--- src/ptbd_pkg.sv ---
// ----------------------------------------------------------------------------
// ptbd_pkg
// Shared types, constants and helper functions of the planar tile block
// decompressor.
// ----------------------------------------------------------------------------
package ptbd_pkg;

  localparam int unsigned QUEUE_DEPTH = 4;

  localparam logic [7:0] HDR_RAW     = 8'h2A;
  localparam logic [7:0] HDR_BAD_MIN = 8'hC0;

  localparam int unsigned BLOCK_BYTES  = 64;
  localparam int unsigned REPLAY_DEPTH = 9;

  // One compressed byte and its end-of-stream mark.
  typedef struct packed {
    logic [7:0] data;
    logic       last;
  } item_t;

  // Handshake between the input queue and the decoder.
  typedef struct packed {
    logic  valid;
    item_t item;
  } queue_out_t;

  typedef enum logic [2:0] {
    PH_HEADER,
    PH_RAW,
    PH_MAP,
    PH_FLAGS,
    PH_ROWS
  } phase_t;

  typedef enum logic [2:0] {
    ST_IDLE,
    ST_RAWPAD,
    ST_PLANES,
    ST_ROWS,
    ST_REPLAY,
    ST_ENDC,
    ST_FIN,
    ST_EMIT
  } state_t;

  function automatic logic [7:0] short_map(input logic [1:0] sel);
    logic [7:0] m;
    case (sel)
      2'd0:    m = 8'h00;
      2'd1:    m = 8'h55;
      2'd2:    m = 8'hAA;
      default: m = 8'hFF;
    endcase
    return m;
  endfunction

  // 8x8 bit transpose: bit 8*m+i moves to bit 8*i+m.
  function automatic logic [63:0] transpose8x8(input logic [63:0] v);
    logic [63:0] r;
    for (int i = 0; i < 8; i++) begin
      for (int m = 0; m < 8; m++) begin
        r[8*i+m] = v[8*m+i];
      end
    end
    return r;
  endfunction

endpackage

--- src/ptbd_front.sv ---
// ----------------------------------------------------------------------------
// ptbd_front
// Input side: accepts compressed bytes and queues them for the decoder.
// ----------------------------------------------------------------------------
module ptbd_front import ptbd_pkg::*; #(
  parameter int unsigned DEPTH = QUEUE_DEPTH
) (
  input  logic       clk,
  input  logic       rst_n,
  input  logic       in_tvalid,
  output logic       in_tready,
  input  logic [7:0] in_tdata,   // in_byte
  input  logic       in_tlast,   // stream_end
  output queue_out_t q_out,
  input  logic       q_pop
);

  localparam int unsigned AW = (DEPTH > 1) ? $clog2(DEPTH) : 1;
  localparam int unsigned CW = $clog2(DEPTH + 1);

  item_t           mem_r [DEPTH];
  logic [AW-1:0]   wr_ptr_r, wr_ptr_nxt;
  logic [AW-1:0]   rd_ptr_r, rd_ptr_nxt;
  logic [CW-1:0]   count_r, count_nxt;
  logic            push;
  logic            pop;

  assign in_tready   = (count_r != CW'(DEPTH));
  assign push        = in_tvalid && in_tready;
  assign pop         = q_pop && (count_r != '0);
  assign q_out.valid = (count_r != '0);
  assign q_out.item  = mem_r[rd_ptr_r];

  always_comb begin
    wr_ptr_nxt = wr_ptr_r;
    rd_ptr_nxt = rd_ptr_r;
    count_nxt  = count_r;
    if (push) begin
      wr_ptr_nxt = (wr_ptr_r == AW'(DEPTH - 1)) ? '0 : wr_ptr_r + 1'b1;
    end
    if (pop) begin
      rd_ptr_nxt = (rd_ptr_r == AW'(DEPTH - 1)) ? '0 : rd_ptr_r + 1'b1;
    end
    if (push && !pop) begin
      count_nxt = count_r + 1'b1;
    end else if (pop && !push) begin
      count_nxt = count_r - 1'b1;
    end
  end

  always_ff @(posedge clk) begin
    if (!rst_n) begin
      wr_ptr_r <= '0;
      rd_ptr_r <= '0;
      count_r  <= '0;
    end else begin
      wr_ptr_r <= wr_ptr_nxt;
      rd_ptr_r <= rd_ptr_nxt;
      count_r  <= count_nxt;
    end
  end

  always_ff @(posedge clk) begin
    if (push) begin
      mem_r[wr_ptr_r] <= '{data: in_tdata, last: in_tlast};
    end
  end

endmodule

--- src/ptbd_back.sv ---
// ----------------------------------------------------------------------------
// ptbd_back
// Decoder: runs the header, raw, plane and replay sequencing and drives the
// registered output stage.
// ----------------------------------------------------------------------------
module ptbd_back import ptbd_pkg::*; (
  input  logic       clk,
  input  logic       rst_n,
  input  queue_out_t q_in,
  output logic       q_pop,
  output logic       out_tvalid,
  input  logic       out_tready,
  output logic [7:0] out_tdata,   // out_byte
  output logic       out_tlast,   // block_last
  output logic       out_tuser    // bad_header
);

  state_t      state_r, state_nxt;
  phase_t      phase_r, phase_nxt;
  logic        halted_r, halted_nxt;
  logic        pad_r, pad_nxt;
  logic [7:0]  hdr_r, hdr_nxt;
  logic [7:0]  map_r, map_nxt;
  logic [2:0]  pidx_r, pidx_nxt;
  logic [7:0]  flags_r, flags_nxt;
  logic [3:0]  rcnt_r, rcnt_nxt;
  logic [63:0] cur_r, cur_nxt;
  logic [63:0] even_r, even_nxt;
  logic [3:0]  rlen_r, rlen_nxt;
  logic [6:0]  raw_r, raw_nxt;
  logic        single_r, single_nxt;
  logic        ready_r, ready_nxt;
  logic [3:0]  k_r, k_nxt;
  logic [3:0]  idx_r, idx_nxt;
  logic [7:0]  fl_r, fl_nxt;
  logic [7:0]  repb_r, repb_nxt;
  logic        ovalid_r, ovalid_nxt;
  logic [7:0]  obyte_r, obyte_nxt;
  logic        olast_r, olast_nxt;
  logic        obad_r, obad_nxt;

  logic [7:0]  rb_r [REPLAY_DEPTH];
  logic        rb_we;
  logic [3:0]  rb_waddr;
  logic [7:0]  rb_wdata;

  logic        can_emit;
  logic [7:0]  pred_lo;
  logic [7:0]  b;
  logic [6:0]  raw_inc;
  logic [63:0] e2;
  logic [7:0]  rep_sel;

  assign can_emit = !ovalid_r || out_tready;
  assign pred_lo  = (pidx_r[0] ? hdr_r[4] : hdr_r[5]) ? 8'hFF : 8'h00;
  assign b        = q_in.item.data;
  assign raw_inc  = raw_r + 1'b1;
  assign e2       = hdr_r[7] ? (even_r ^ cur_r) : even_r;

  always_comb begin
    rep_sel = repb_r;
    if (fl_r[7] && (idx_r < rlen_r) && (idx_r < 4'(REPLAY_DEPTH))) begin
      rep_sel = rb_r[idx_r];
    end
  end

  always_comb begin
    state_nxt  = state_r;
    phase_nxt  = phase_r;
    halted_nxt = halted_r;
    pad_nxt    = pad_r;
    hdr_nxt    = hdr_r;
    map_nxt    = map_r;
    pidx_nxt   = pidx_r;
    flags_nxt  = flags_r;
    rcnt_nxt   = rcnt_r;
    cur_nxt    = cur_r;
    even_nxt   = even_r;
    rlen_nxt   = rlen_r;
    raw_nxt    = raw_r;
    single_nxt = single_r;
    ready_nxt  = ready_r;
    k_nxt      = k_r;
    idx_nxt    = idx_r;
    fl_nxt     = fl_r;
    repb_nxt   = repb_r;
    ovalid_nxt = ovalid_r && !out_tready;
    obyte_nxt  = obyte_r;
    olast_nxt  = olast_r;
    obad_nxt   = obad_r;
    rb_we      = 1'b0;
    rb_waddr   = '0;
    rb_wdata   = '0;
    q_pop      = 1'b0;

    case (state_r)
      ST_IDLE: begin
        if (q_in.valid && can_emit) begin
          q_pop   = 1'b1;
          pad_nxt = q_in.item.last;
          if (!halted_r) begin
            case (phase_r)
              PH_HEADER: begin
                if (b >= HDR_BAD_MIN) begin
                  halted_nxt = 1'b1;
                  ovalid_nxt = 1'b1;
                  obyte_nxt  = '0;
                  olast_nxt  = 1'b0;
                  obad_nxt   = 1'b1;
                end else if (b == HDR_RAW) begin
                  raw_nxt   = '0;
                  phase_nxt = PH_RAW;
                  if (q_in.item.last) begin
                    state_nxt = ST_RAWPAD;
                  end
                end else begin
                  hdr_nxt    = b;
                  single_nxt = 1'b0;
                  ready_nxt  = 1'b0;
                  rlen_nxt   = '0;
                  pidx_nxt   = '0;
                  if (b[1]) begin
                    phase_nxt = PH_MAP;
                    if (q_in.item.last) begin
                      // Missing map byte counts as zero.
                      map_nxt   = '0;
                      state_nxt = ST_PLANES;
                    end
                  end else begin
                    map_nxt   = short_map(b[3:2]);
                    state_nxt = ST_PLANES;
                  end
                end
              end
              PH_RAW: begin
                raw_nxt    = raw_inc;
                ovalid_nxt = 1'b1;
                obyte_nxt  = b;
                olast_nxt  = (raw_inc == 7'(BLOCK_BYTES));
                obad_nxt   = 1'b0;
                if (raw_inc == 7'(BLOCK_BYTES)) begin
                  phase_nxt = PH_HEADER;
                end else if (q_in.item.last) begin
                  state_nxt = ST_RAWPAD;
                end
              end
              PH_MAP: begin
                map_nxt    = b;
                single_nxt = hdr_r[2] && (b != 8'h00);
                state_nxt  = ST_PLANES;
              end
              PH_FLAGS: begin
                if (single_r && !ready_r) begin
                  rb_we    = 1'b1;
                  rb_waddr = '0;
                  rb_wdata = b;
                  rlen_nxt = 4'd1;
                end
                flags_nxt = b;
                rcnt_nxt  = '0;
                state_nxt = ST_ROWS;
              end
              PH_ROWS: begin
                if (single_r && !ready_r && (rlen_r < 4'(REPLAY_DEPTH))) begin
                  rb_we    = 1'b1;
                  rb_waddr = rlen_r;
                  rb_wdata = b;
                  rlen_nxt = rlen_r + 1'b1;
                end
                cur_nxt   = {cur_r[55:0], b};
                flags_nxt = {flags_r[6:0], 1'b0};
                rcnt_nxt  = rcnt_r + 1'b1;
                state_nxt = ST_ROWS;
              end
              default: begin
                phase_nxt = PH_HEADER;
              end
            endcase
          end
        end
      end

      ST_RAWPAD: begin
        if (can_emit) begin
          raw_nxt    = raw_inc;
          ovalid_nxt = 1'b1;
          obyte_nxt  = '0;
          olast_nxt  = (raw_inc == 7'(BLOCK_BYTES));
          obad_nxt   = 1'b0;
          if (raw_inc == 7'(BLOCK_BYTES)) begin
            phase_nxt = PH_HEADER;
            state_nxt = ST_IDLE;
          end
        end
      end

      ST_PLANES: begin
        cur_nxt = {8{pred_lo}};
        if (map_r[7]) begin
          if (single_r && ready_r) begin
            fl_nxt    = (rlen_r >= 4'd1) ? rb_r[0] : 8'h00;
            idx_nxt   = 4'd1;
            k_nxt     = '0;
            repb_nxt  = pred_lo;
            state_nxt = ST_REPLAY;
          end else begin
            phase_nxt = PH_FLAGS;
            if (pad_r) begin
              // Missing flag byte counts as zero.
              map_nxt = '0;
              if (single_r && !ready_r) begin
                rb_we    = 1'b1;
                rb_waddr = '0;
                rb_wdata = '0;
                rlen_nxt = 4'd1;
              end
              flags_nxt = '0;
              rcnt_nxt  = '0;
              state_nxt = ST_ROWS;
            end else begin
              state_nxt = ST_IDLE;
            end
          end
        end else begin
          state_nxt = ST_FIN;
        end
      end

      ST_ROWS: begin
        if (rcnt_r[3]) begin
          state_nxt = ST_ENDC;
        end else if (!flags_r[7]) begin
          cur_nxt   = {cur_r[55:0], cur_r[7:0]};
          flags_nxt = {flags_r[6:0], 1'b0};
          rcnt_nxt  = rcnt_r + 1'b1;
        end else begin
          phase_nxt = PH_ROWS;
          if (pad_r) begin
            map_nxt   = '0;
            flags_nxt = '0;
          end else begin
            state_nxt = ST_IDLE;
          end
        end
      end

      ST_REPLAY: begin
        if (fl_r[7] && (idx_r < rlen_r) && (idx_r < 4'(REPLAY_DEPTH))) begin
          idx_nxt = idx_r + 1'b1;
        end
        repb_nxt = rep_sel;
        cur_nxt  = {cur_r[55:0], rep_sel};
        fl_nxt   = {fl_r[6:0], 1'b0};
        k_nxt    = k_r + 1'b1;
        if (k_r == 4'd7) begin
          state_nxt = ST_ENDC;
        end
      end

      ST_ENDC: begin
        if (hdr_r[0]) begin
          cur_nxt = transpose8x8(cur_r);
        end
        if (single_r) begin
          ready_nxt = 1'b1;
        end
        state_nxt = ST_FIN;
      end

      ST_FIN: begin
        map_nxt = {map_r[6:0], 1'b0};
        if (pidx_r[0]) begin
          even_nxt  = e2;
          cur_nxt   = hdr_r[6] ? (cur_r ^ e2) : cur_r;
          k_nxt     = '0;
          state_nxt = ST_EMIT;
        end else begin
          even_nxt  = cur_r;
          pidx_nxt  = pidx_r + 1'b1;
          state_nxt = ST_PLANES;
        end
      end

      ST_EMIT: begin
        if (can_emit) begin
          ovalid_nxt = 1'b1;
          obyte_nxt  = k_r[3] ? cur_r[8*k_r[2:0] +: 8] : even_r[8*k_r[2:0] +: 8];
          olast_nxt  = (pidx_r == 3'd7) && (k_r == 4'd15);
          obad_nxt   = 1'b0;
          k_nxt      = k_r + 1'b1;
          if (k_r == 4'd15) begin
            pidx_nxt = pidx_r + 1'b1;
            if (pidx_r == 3'd7) begin
              phase_nxt = PH_HEADER;
              state_nxt = ST_IDLE;
            end else begin
              state_nxt = ST_PLANES;
            end
          end
        end
      end

      default: begin
        state_nxt = ST_IDLE;
      end
    endcase
  end

  always_ff @(posedge clk) begin
    if (!rst_n) begin
      state_r  <= ST_IDLE;
      phase_r  <= PH_HEADER;
      halted_r <= 1'b0;
      pad_r    <= 1'b0;
      hdr_r    <= '0;
      map_r    <= '0;
      pidx_r   <= '0;
      flags_r  <= '0;
      rcnt_r   <= '0;
      cur_r    <= '0;
      even_r   <= '0;
      rlen_r   <= '0;
      raw_r    <= '0;
      single_r <= 1'b0;
      ready_r  <= 1'b0;
      ovalid_r <= 1'b0;
    end else begin
      state_r  <= state_nxt;
      phase_r  <= phase_nxt;
      halted_r <= halted_nxt;
      pad_r    <= pad_nxt;
      hdr_r    <= hdr_nxt;
      map_r    <= map_nxt;
      pidx_r   <= pidx_nxt;
      flags_r  <= flags_nxt;
      rcnt_r   <= rcnt_nxt;
      cur_r    <= cur_nxt;
      even_r   <= even_nxt;
      rlen_r   <= rlen_nxt;
      raw_r    <= raw_nxt;
      single_r <= single_nxt;
      ready_r  <= ready_nxt;
      ovalid_r <= ovalid_nxt;
    end
  end

  always_ff @(posedge clk) begin
    k_r     <= k_nxt;
    idx_r   <= idx_nxt;
    fl_r    <= fl_nxt;
    repb_r  <= repb_nxt;
    obyte_r <= obyte_nxt;
    olast_r <= olast_nxt;
    obad_r  <= obad_nxt;
    if (rb_we) begin
      rb_r[rb_waddr] <= rb_wdata;
    end
  end

  assign out_tvalid = ovalid_r;
  assign out_tdata  = obyte_r;
  assign out_tlast  = olast_r;
  assign out_tuser  = obad_r;

endmodule

--- src/planar_tile_block_decompressor_unit.sv ---
// Planar tile block decompressor. Compressed bytes enter on the in_ stream
// (tlast marks the final byte of a stream) and decoded 64-byte tile blocks
// leave on the out_ stream, with tlast on the 64th byte and tuser set on the
// single result of a bad header, after which the unit drops all input until
// reset. A small input queue decouples the two sides. A raw block byte is
// passed straight to the output. A coded plane is set up (plane start and
// flag byte), then its repeated rows and the rows read from the stream are
// built and the plane is finished; a replayed plane has its rows replayed
// and is then finished. Each plane pair then drives 16 output bytes. All of
// this is done by the single decoder sequencer.
// ----------------------------------------------------------------------------
// planar_tile_block_decompressor_unit
// Top level: input queue feeding the block decoder.
// ----------------------------------------------------------------------------
module planar_tile_block_decompressor_unit import ptbd_pkg::*; #(
  parameter int unsigned QDEPTH = QUEUE_DEPTH
) (
  input  logic       clk,
  input  logic       rst_n,
  input  logic       in_tvalid,
  output logic       in_tready,
  input  logic [7:0] in_tdata,   // [7:0] in_byte
  input  logic       in_tlast,   // stream_end
  output logic       out_tvalid,
  input  logic       out_tready,
  output logic [7:0] out_tdata,  // [7:0] out_byte
  output logic       out_tlast,  // block_last
  output logic       out_tuser   // [0] bad_header
);

  queue_out_t q;
  logic       q_pop;

  ptbd_front #(.DEPTH(QDEPTH)) u_front (
    .clk       (clk),
    .rst_n     (rst_n),
    .in_tvalid (in_tvalid),
    .in_tready (in_tready),
    .in_tdata  (in_tdata),
    .in_tlast  (in_tlast),
    .q_out     (q),
    .q_pop     (q_pop)
  );

  ptbd_back u_back (
    .clk        (clk),
    .rst_n      (rst_n),
    .q_in       (q),
    .q_pop      (q_pop),
    .out_tvalid (out_tvalid),
    .out_tready (out_tready),
    .out_tdata  (out_tdata),
    .out_tlast  (out_tlast),
    .out_tuser  (out_tuser)
  );

`ifndef SYNTHESIS
  // The error result never closes a block.
  a_bad_not_last: assert property (@(posedge clk) disable iff (!rst_n)
    out_tvalid |-> !(out_tuser && out_tlast))
    else $error("bad header result flagged as block end");

  // Once the error result is taken, the unit stays silent.
  a_halt_silent: assert property (@(posedge clk) disable iff (!rst_n)
    (out_tvalid && out_tready && out_tuser) |=> !out_tvalid)
    else $error("output after bad header");

  // A second check that the unit stays silent after the error result is taken.
  a_last_no_bad: assert property (@(posedge clk) disable iff (!rst_n)
    (out_tvalid && out_tready && out_tuser) |=> ##1 !out_tvalid)
    else $error("output resumed after halt");
`endif

endmodule
--- config.mk ---
export PLATFORM = sky130hd
export DESIGN_NAME = planar_tile_block_decompressor_unit
export DESIGN_NICKNAME = d
export VERILOG_FILES = /design/src/ptbd_pkg.sv /design/src/ptbd_front.sv /design/src/ptbd_back.sv /design/src/planar_tile_block_decompressor_unit.sv
export SDC_FILE = /design/constraint.sdc
export NUM_CORES = 1
export LEC_CHECK = 0
export ABC_AREA = 1
export BUFFER_PORTS_ARGS = -buffer_cell sky130_fd_sc_hd__buf_2
export CAP_MARGIN = 25
export CORE_ASPECT_RATIO = 1.4
export CORE_MARGIN = 10
export CORE_UTILIZATION = 45
export CTS_CLUSTER_DIAMETER = 30
export DETAILED_ROUTE_END_ITERATION = 8
export GPL_TIMING_DRIVEN = 0
export SYNTH_ARGS = -nofsm -noshare
export SYNTH_HDL_FRONTEND = slang
export SYNTH_SLANG_ARGS = --single-unit
--- constraint.sdc ---
create_clock -name clk -period 9.3 [get_ports clk]
set_input_delay 1.86 -clock clk [delete_from_list [all_inputs] [get_ports clk]]
set_output_delay 1.86 -clock clk [all_outputs]
set_load 0.01 [all_outputs]
Word level (Yosys, flattened, before mapping)
Memories as Yosys holds them, arrays and structs flattened. A register that Yosys moved wholly into a read port is not among the register bits.
Cells that the tools add are included.
Widths: inputs -> output; s select.
- add/subtract/negate cells: 10
- reduce and logical (&&, ||, !) cells: 69
- equal/unequal tests: 68
- bitwise operators: 7
- shifts and indexed selects: 2
- multiplexer cells: 199
- $lt $le $gt $ge: 5
- operators with widths (operator ; count):
    $mux 64 ; 9
    $pmux 64 s6 ; 1
    $mux 8 ; 36
    $mux 3 ; 43
    $shiftx 64x7->8 ; 2
    $xor 64x64->64 ; 2
    $mux 4 ; 29
    $pmux 8 s2 ; 6
    $pmux 8 s3 ; 3
    $mux 63 ; 1
    $reduce_and 9->1 ; 5
    $mux 1 ; 36
    $ne 2x1->1 const B ; 18
    $mux 7 ; 5
    $pmux 8 s4 ; 1
    $reduce_and 8->1 ; 4
    $pmux 7 s2 ; 2
    $reduce_and 7->1 ; 4
    $reduce_and 13->1 ; 2
    $ne 2x2->1 const B ; 12
    $ne 3x3->1 const B ; 8
    $pmux 3 s8 ; 1
    $pmux 4 s2 ; 3
    $pmux 4 s3 ; 2
    other kinds (53) ; 125
- logic and storage cells: 395
- memories kept: 2
- register bits after elaboration: 222
- memory bits (writable): 108
- input port bits: 13
- output and inout port bits: 12
- memories (memory ; depth ; bits a word ; read ports ; clocked after Yosys merged registers in ; write ports ; line ; RTL):
    u_back.rb_r ; 9 ; 8 ; 2 ; 1 ; 1 ; ptbd_back.sv:42 ; logic [7:0] rb_r [REPLAY_DEPTH];
    u_front.mem_r ; 4 ; 9 ; 1 ; 1 ; 1 ; ptbd_front.sv:21 ; item_t mem_r [DEPTH];

Logic depth before layout (Yosys ltp)
- depth in word-level cells: 10
- depth in mapped cells: 16
- depth with buffers taken out: 15

Hierarchy
From an unflattened synthesis, not the netlist that was laid out.
- cell total of the unflattened synthesis: 2625
- area, all modules: 19135.9 µm²
- by module, submodules not included (module ; area each (µm²) ; seq. area each (µm²) ; times used ; cells each):
    ptbd_back ; 17275.3 ; 6846.6 ; 1 ; 2469
    ptbd_front ; 1860.5 ; 1261.2 ; 1 ; 156

Least setup slack after synthesis
Ideal clock, no wire load.
- path kind: input to register
- start: input port out_tready
- end: register u_back.obyte_r[0], in the netlist u_back.out_tdata[0], enable pin
- cell stages on the path: 6
- arrival time: 4.039 ns
- data required time: 8.873 ns
- setup time: 0.427 ns
- setup slack: 4.834 ns
- buffers on the path: 0
- path through: nor2_1 -> inv_1 -> nand2_1 -> o21ai_0 -> nand2_1 -> a2111oi_0
- cells in the longest elaborated chain, start to end: 4
- elaborated cells between the ends (all ways): 6
- classes of those cells: eq/ne: 3; reduce/logical: 3
- ends and longest elaborated chain (item ; line ; RTL):
    from (decl) ; planar_tile_block_decompressor_unit.sv:25 ; input logic out_tready,
    $logic_or 1x1->1 * ; ptbd_back.sv:54 ; assign can_emit = !ovalid_r || out_tready;
    $logic_and 1x1->1 ; ptbd_back.sv:98 ; if (q_in.valid && can_emit) begin
    $ne 2x1->1 (no line) ; -- ;
    $reduce_and 7->1 (no line) * ; -- ;
    to (signal assigned) ; ptbd_back.sv:352 ; obyte_r <= obyte_nxt;
    to (decl) ; ptbd_back.sv:38 ; logic [7:0] obyte_r, obyte_nxt;
Mark *: on every way between the ends. The rest lies on a longest branch, timed or not.
A chain may end at the register's enable or synchronous reset.

Final worst setup path
- start: input port out_tready
- end: memory u_back.rb_r[5][2], enable pin
- cells in the longest elaborated chain, start to end: 6
- elaborated cells between the ends (all ways): 8
- classes of those cells: mux: 6; reduce/logical: 2
- ends and longest elaborated chain (item ; line ; RTL):
    $logic_or 1x1->1 * ; ptbd_back.sv:54 ;
    $logic_and 1x1->1 * ; ptbd_back.sv:98 ;
    $mux 1 ; ptbd_back.sv:98 ;
    $pmux 1 s2 ; ptbd_back.sv:96 ; case (state_r)
    $mux 1 ; ptbd_back.sv:355 ; if (rb_we) begin
    $mux 1 (not written as such) ; ptbd_back.sv:356 ; rb_r[rb_waddr] <= rb_wdata;
    to (decl) ; ptbd_back.sv:42 ;
Marks and branches as above.

==> summary.md <==
| Metric | Value |
|---|---|
| RSZ-0062 raised after global routing | `false` |
| FF-to-FF path depth | `9` |
| # Post-CTS Setup Buffers | `0` |
| Fin. max-slew vios | `0` |
| Routed len/inst | `approximately 24 um` |
| Worst rel slew slack | `33.6%` |
| Final net count | `between 2000 and 3000` |
| TritonCTS Buffers | `82` |
| Initial antenna violation count | `2` |
| CP Capture Type | `flop` |
| Main combinational cell family by area after synthesis | `simple AND/OR/NAND/NOR gates` |
| Met3 global-route usage | `5.88%` |
| Multiplexer share of the synthesized area | `0%` |
| Proportion of layout cells with a drive suffix above 1 | `under 10%` |
| Total wire length | `82500 um` |
| CTS resizes | `0` |
| Crit start category | `primary input` |
| Tcrit/Tclk final | `between 40% and 50%` |
| IO Port Bufs | `24` |
| Diode count | `0` |
| Cell Area, Synth | `19400 sq um` |
| Avg Cell Area, Syn | `7.12 sq um` |
| Hold Path Depth | `2` |
| Largest area contributor in the netlist | `edfxtp_1` |
| Post-synthesis register bit count | `between 300 and 400` |
| Simple-gate share of the synthesized area | `26.3%` |
| Hold Fails Final Rpt | `0` |
| Top post-synthesis cells by area | `edfxtp_1, dfxtp_1, nand2_1` |
| Max cap viols | `0` |
| Tightest Hold Check Type | `reg2reg` |
| Ys Warns | `0` |
| Longest Clk Path Bufs | `3` |
| Via Count | `20600` |
| Synth Area in XOR/XNOR | `0.226%` |
| Synth Area in Adders | `under 10%` |
| Largest net degree at the start of global routing | `17` |
| Slew @ Worst Pin | `0.996 ns` |
| Grt ovf | `0` |
| Synth Instances | `2718` |
| PwrDens | `372 nW/um^2` |
| Die area | `about 52000 sq um` |
| Pre-CTS setup slack | `4.81 ns` |
| Initial Utilization | `between 40% and 50%` |
| Crit path cell chain | `buf_2 -> nor2_1 -> inv_1 -> nand3_2 -> nor2_1 -> nand2_1 -> o41ai_1 -> nand3_1 -> nor2_1` |
| Post-synthesis compound-gate area fraction | `22.6%` |
| TritonCTS clock tree | `yes` |
| Vias in the first global route | `around 20000` |
| GP Congestion | `between 1 and 1.5` |
| Clock slew at reported path FFs | `0.05 ns` |
| DIE HEIGHT | `265 um` |
| Worst Clk Skew | `0.0315 ns` |
| Overall fraction of global-route tracks in use | `a little under a third` |
| Final TNS setup | `0 ns` |
| Total power | `8550 uW` |
| Post-synth top cells | `nand2_1, nor2_1, a21oi_1, o21ai_0, inv_1` |
| DRC errors left | `0` |
| CTS Hold Bufs | `0` |
| Skew-Pair Late Insertion Delay | `about 0.64 ns` |
| Cell with the most instances after synthesis | `nand2_1` |
| Hpwl dp | `60100 um` |
| FFs w/ async S/R, synth | `0%` |
| Remaining antenna violation count | `0` |
| Crit Path Class | `in2reg` |
| Library cells used by synthesis | `50` |
| WP data required | `approximately 9.6 ns` |
| Critical Path AT | `4.09 ns` |
| Register-to-register setup slack | `5.89 ns` |
| Met1 usage | `33.4%` |
| Most Used Layer, Global Route | `met2` |
| CTS sink cnt | `334` |
| Slowest cell on crit path | `nor2_1` |
| Met2 Use GR | `52.0%` |
| Yosys top cell area share | `22.0%` |
| Status | `finished clean` |
| Leakage power | `0.00884 uW` |
| First-pass GRT wire length | `123000 um` |
| Synth-to-layout area growth | `18.8%` |
| Root buf cell | `clkbuf_16` |
| Fmax | `261 MHz` |
| # IOs | `25` |
| Worst path most repeated cell | `nor2_1` |
| Hold path start | `u_back.flags_r[3]$_SDFFE_PN0P_` |
| Site Rows | `89` |
| Final setup fails | `0` |
| Pre-antenna DRT Iters | `6` |
| Period minus WS final | `between 3 and 4 ns` |
| Worst vdd ir | `0.000214 V` |
| Die Wd | `195 um` |
| Hold EP | `u_back.flags_r[3]$_SDFFE_PN0P_` |
| Routed vias/inst | `5.98` |
| Register area share after synthesis | `41.9%` |
| CP max stage delay | `0.69 ns` |
| Iteration-0 DRC Markers | `1934` |
| Post-synth EDFFs | `~140` |
| Ys flop type | `dfxtp_1` |
| R2R Path Start | `u_back.k_r[3]$_SDFFCE_PN0P_` |
| Synth Net Count | `approximately 2800` |
| Core Area | `42300 sq um` |
| H-tree levels | `3` |
| Setup WS post-layout | `5.47 ns` |
| CP Max Fanout | `9` |
| Worst r2r dst | `u_back.out_tdata[0]$_DFFE_PP_` |
## power breakdown
part / total [uW] / switching [uW] / internal, uW / leakage [uW]
logic: 3610 / 2640 / 975 / 0.00475
registers: 2050 / 233 / 1820 / 0.00272
clock network: 2880 / 995 / 1890 / 0.00137
total: 8550 / 3860 / 4680 / 0.00884
## critical path: cells and delay by family
kind | cells | cell delay, ns
and+or+nand+nor | 6 | 1.85
buffers and inverters | 2 | 0.18
AOI/OAI and AO/OA | 1 | 0.19
## kinds of logic after synthesis
family,count (synthesis)
adders and majority gates,21
buffers and inverters,371
DFF,334
AOI/OAI and AO/OA,777
and+or+nand+nor,1210
xor gates and xnor gates,5
## how the worst max path moves through the flow
stage	slack [ns]	end	cells after the start	startpoint
after floorplan	4.83	u_back.out_tdata[0]$_DFFE_PP_	6	out_tready
after global placement	3.24	u_back.out_tdata[4]$_DFFE_PP_	7	out_tready
after detailed placement	4.81	u_back.rb_r[7][5]$_DFFE_PP_	9	out_tready
after CTS	5.49	u_back.rb_r[7][5]$_DFFE_PP_	9	out_tready
after global routing	5.31	u_back.rb_r[7][5]$_DFFE_PP_	9	out_tready
final	5.47	u_back.rb_r[5][2]$_DFFE_PP_	9	out_tready
## layout make-up
class,instances,area (sq um)
Multi-Input combinational cell,2013,9770
Inverter,227,852
Fill cell,4190,19300
Buffer,144,631
Clock buffer,98,2210
Tap cell,546,683
Timing Repair Buffer,25,128
Sequential cell,334,8110
Clock inverter,55,612
## through the flow
stage / util, % / cells / cell area [sq um] / hold slack (ns)
finish: 54.3 / 3442 / 23000 / 0.485
global route: 54.3 / 3442 / 23000 / 0.515
CTS: 54.3 / 3442 / 23000 / 0.487
floorplan: - / 2718 / 19400 / 0.421
global placement: 47.6 / 3288 / 20200 / 0.468
detailed placement: 47.7 / 3289 / 20200 / 0.476
## state kept, by name (all words and copies together) (netlist names), 4 cells and up, named ones only
signal	count
u_back.repb_r	8
u_back.fl_r	8
u_back.even_r	64
u_back.raw_r	7
u_back.rcnt_r	4
u_back.map_r	8
u_back.flags_r	8
u_back.cur_r	64
u_back.rlen_r	4
u_back.out_tdata	8
u_back.hdr_r	6
u_back.k_r	4
u_back.idx_r	4
u_back.rb_r	72
u_front.mem_r	36
## routing by layer
| metal | wire [um] | up-vias |
|---|---|---|
| li1 | - | 9532 |
| met1 | 29600 | 9659 |
| met2 | 39400 | 1041 |
| met3 | 6410 | 346 |
| met4 | 7060 | 2 |
| met5 | 11 | - |
## layout by cell type (no fill, tap or decap), drive strengths merged, types with 27 or more instances in the layout
cell type	count
nand2	529
nor2	438
a21oi	323
o21ai	280
inv	234
clkbuf	199
dfxtp	192
nand3	179
edfxtp	142
buf	68
a221oi	39
clkinv	35
o22ai	32
o21a	31
or2	27
(Power assumes the default switching activity.)
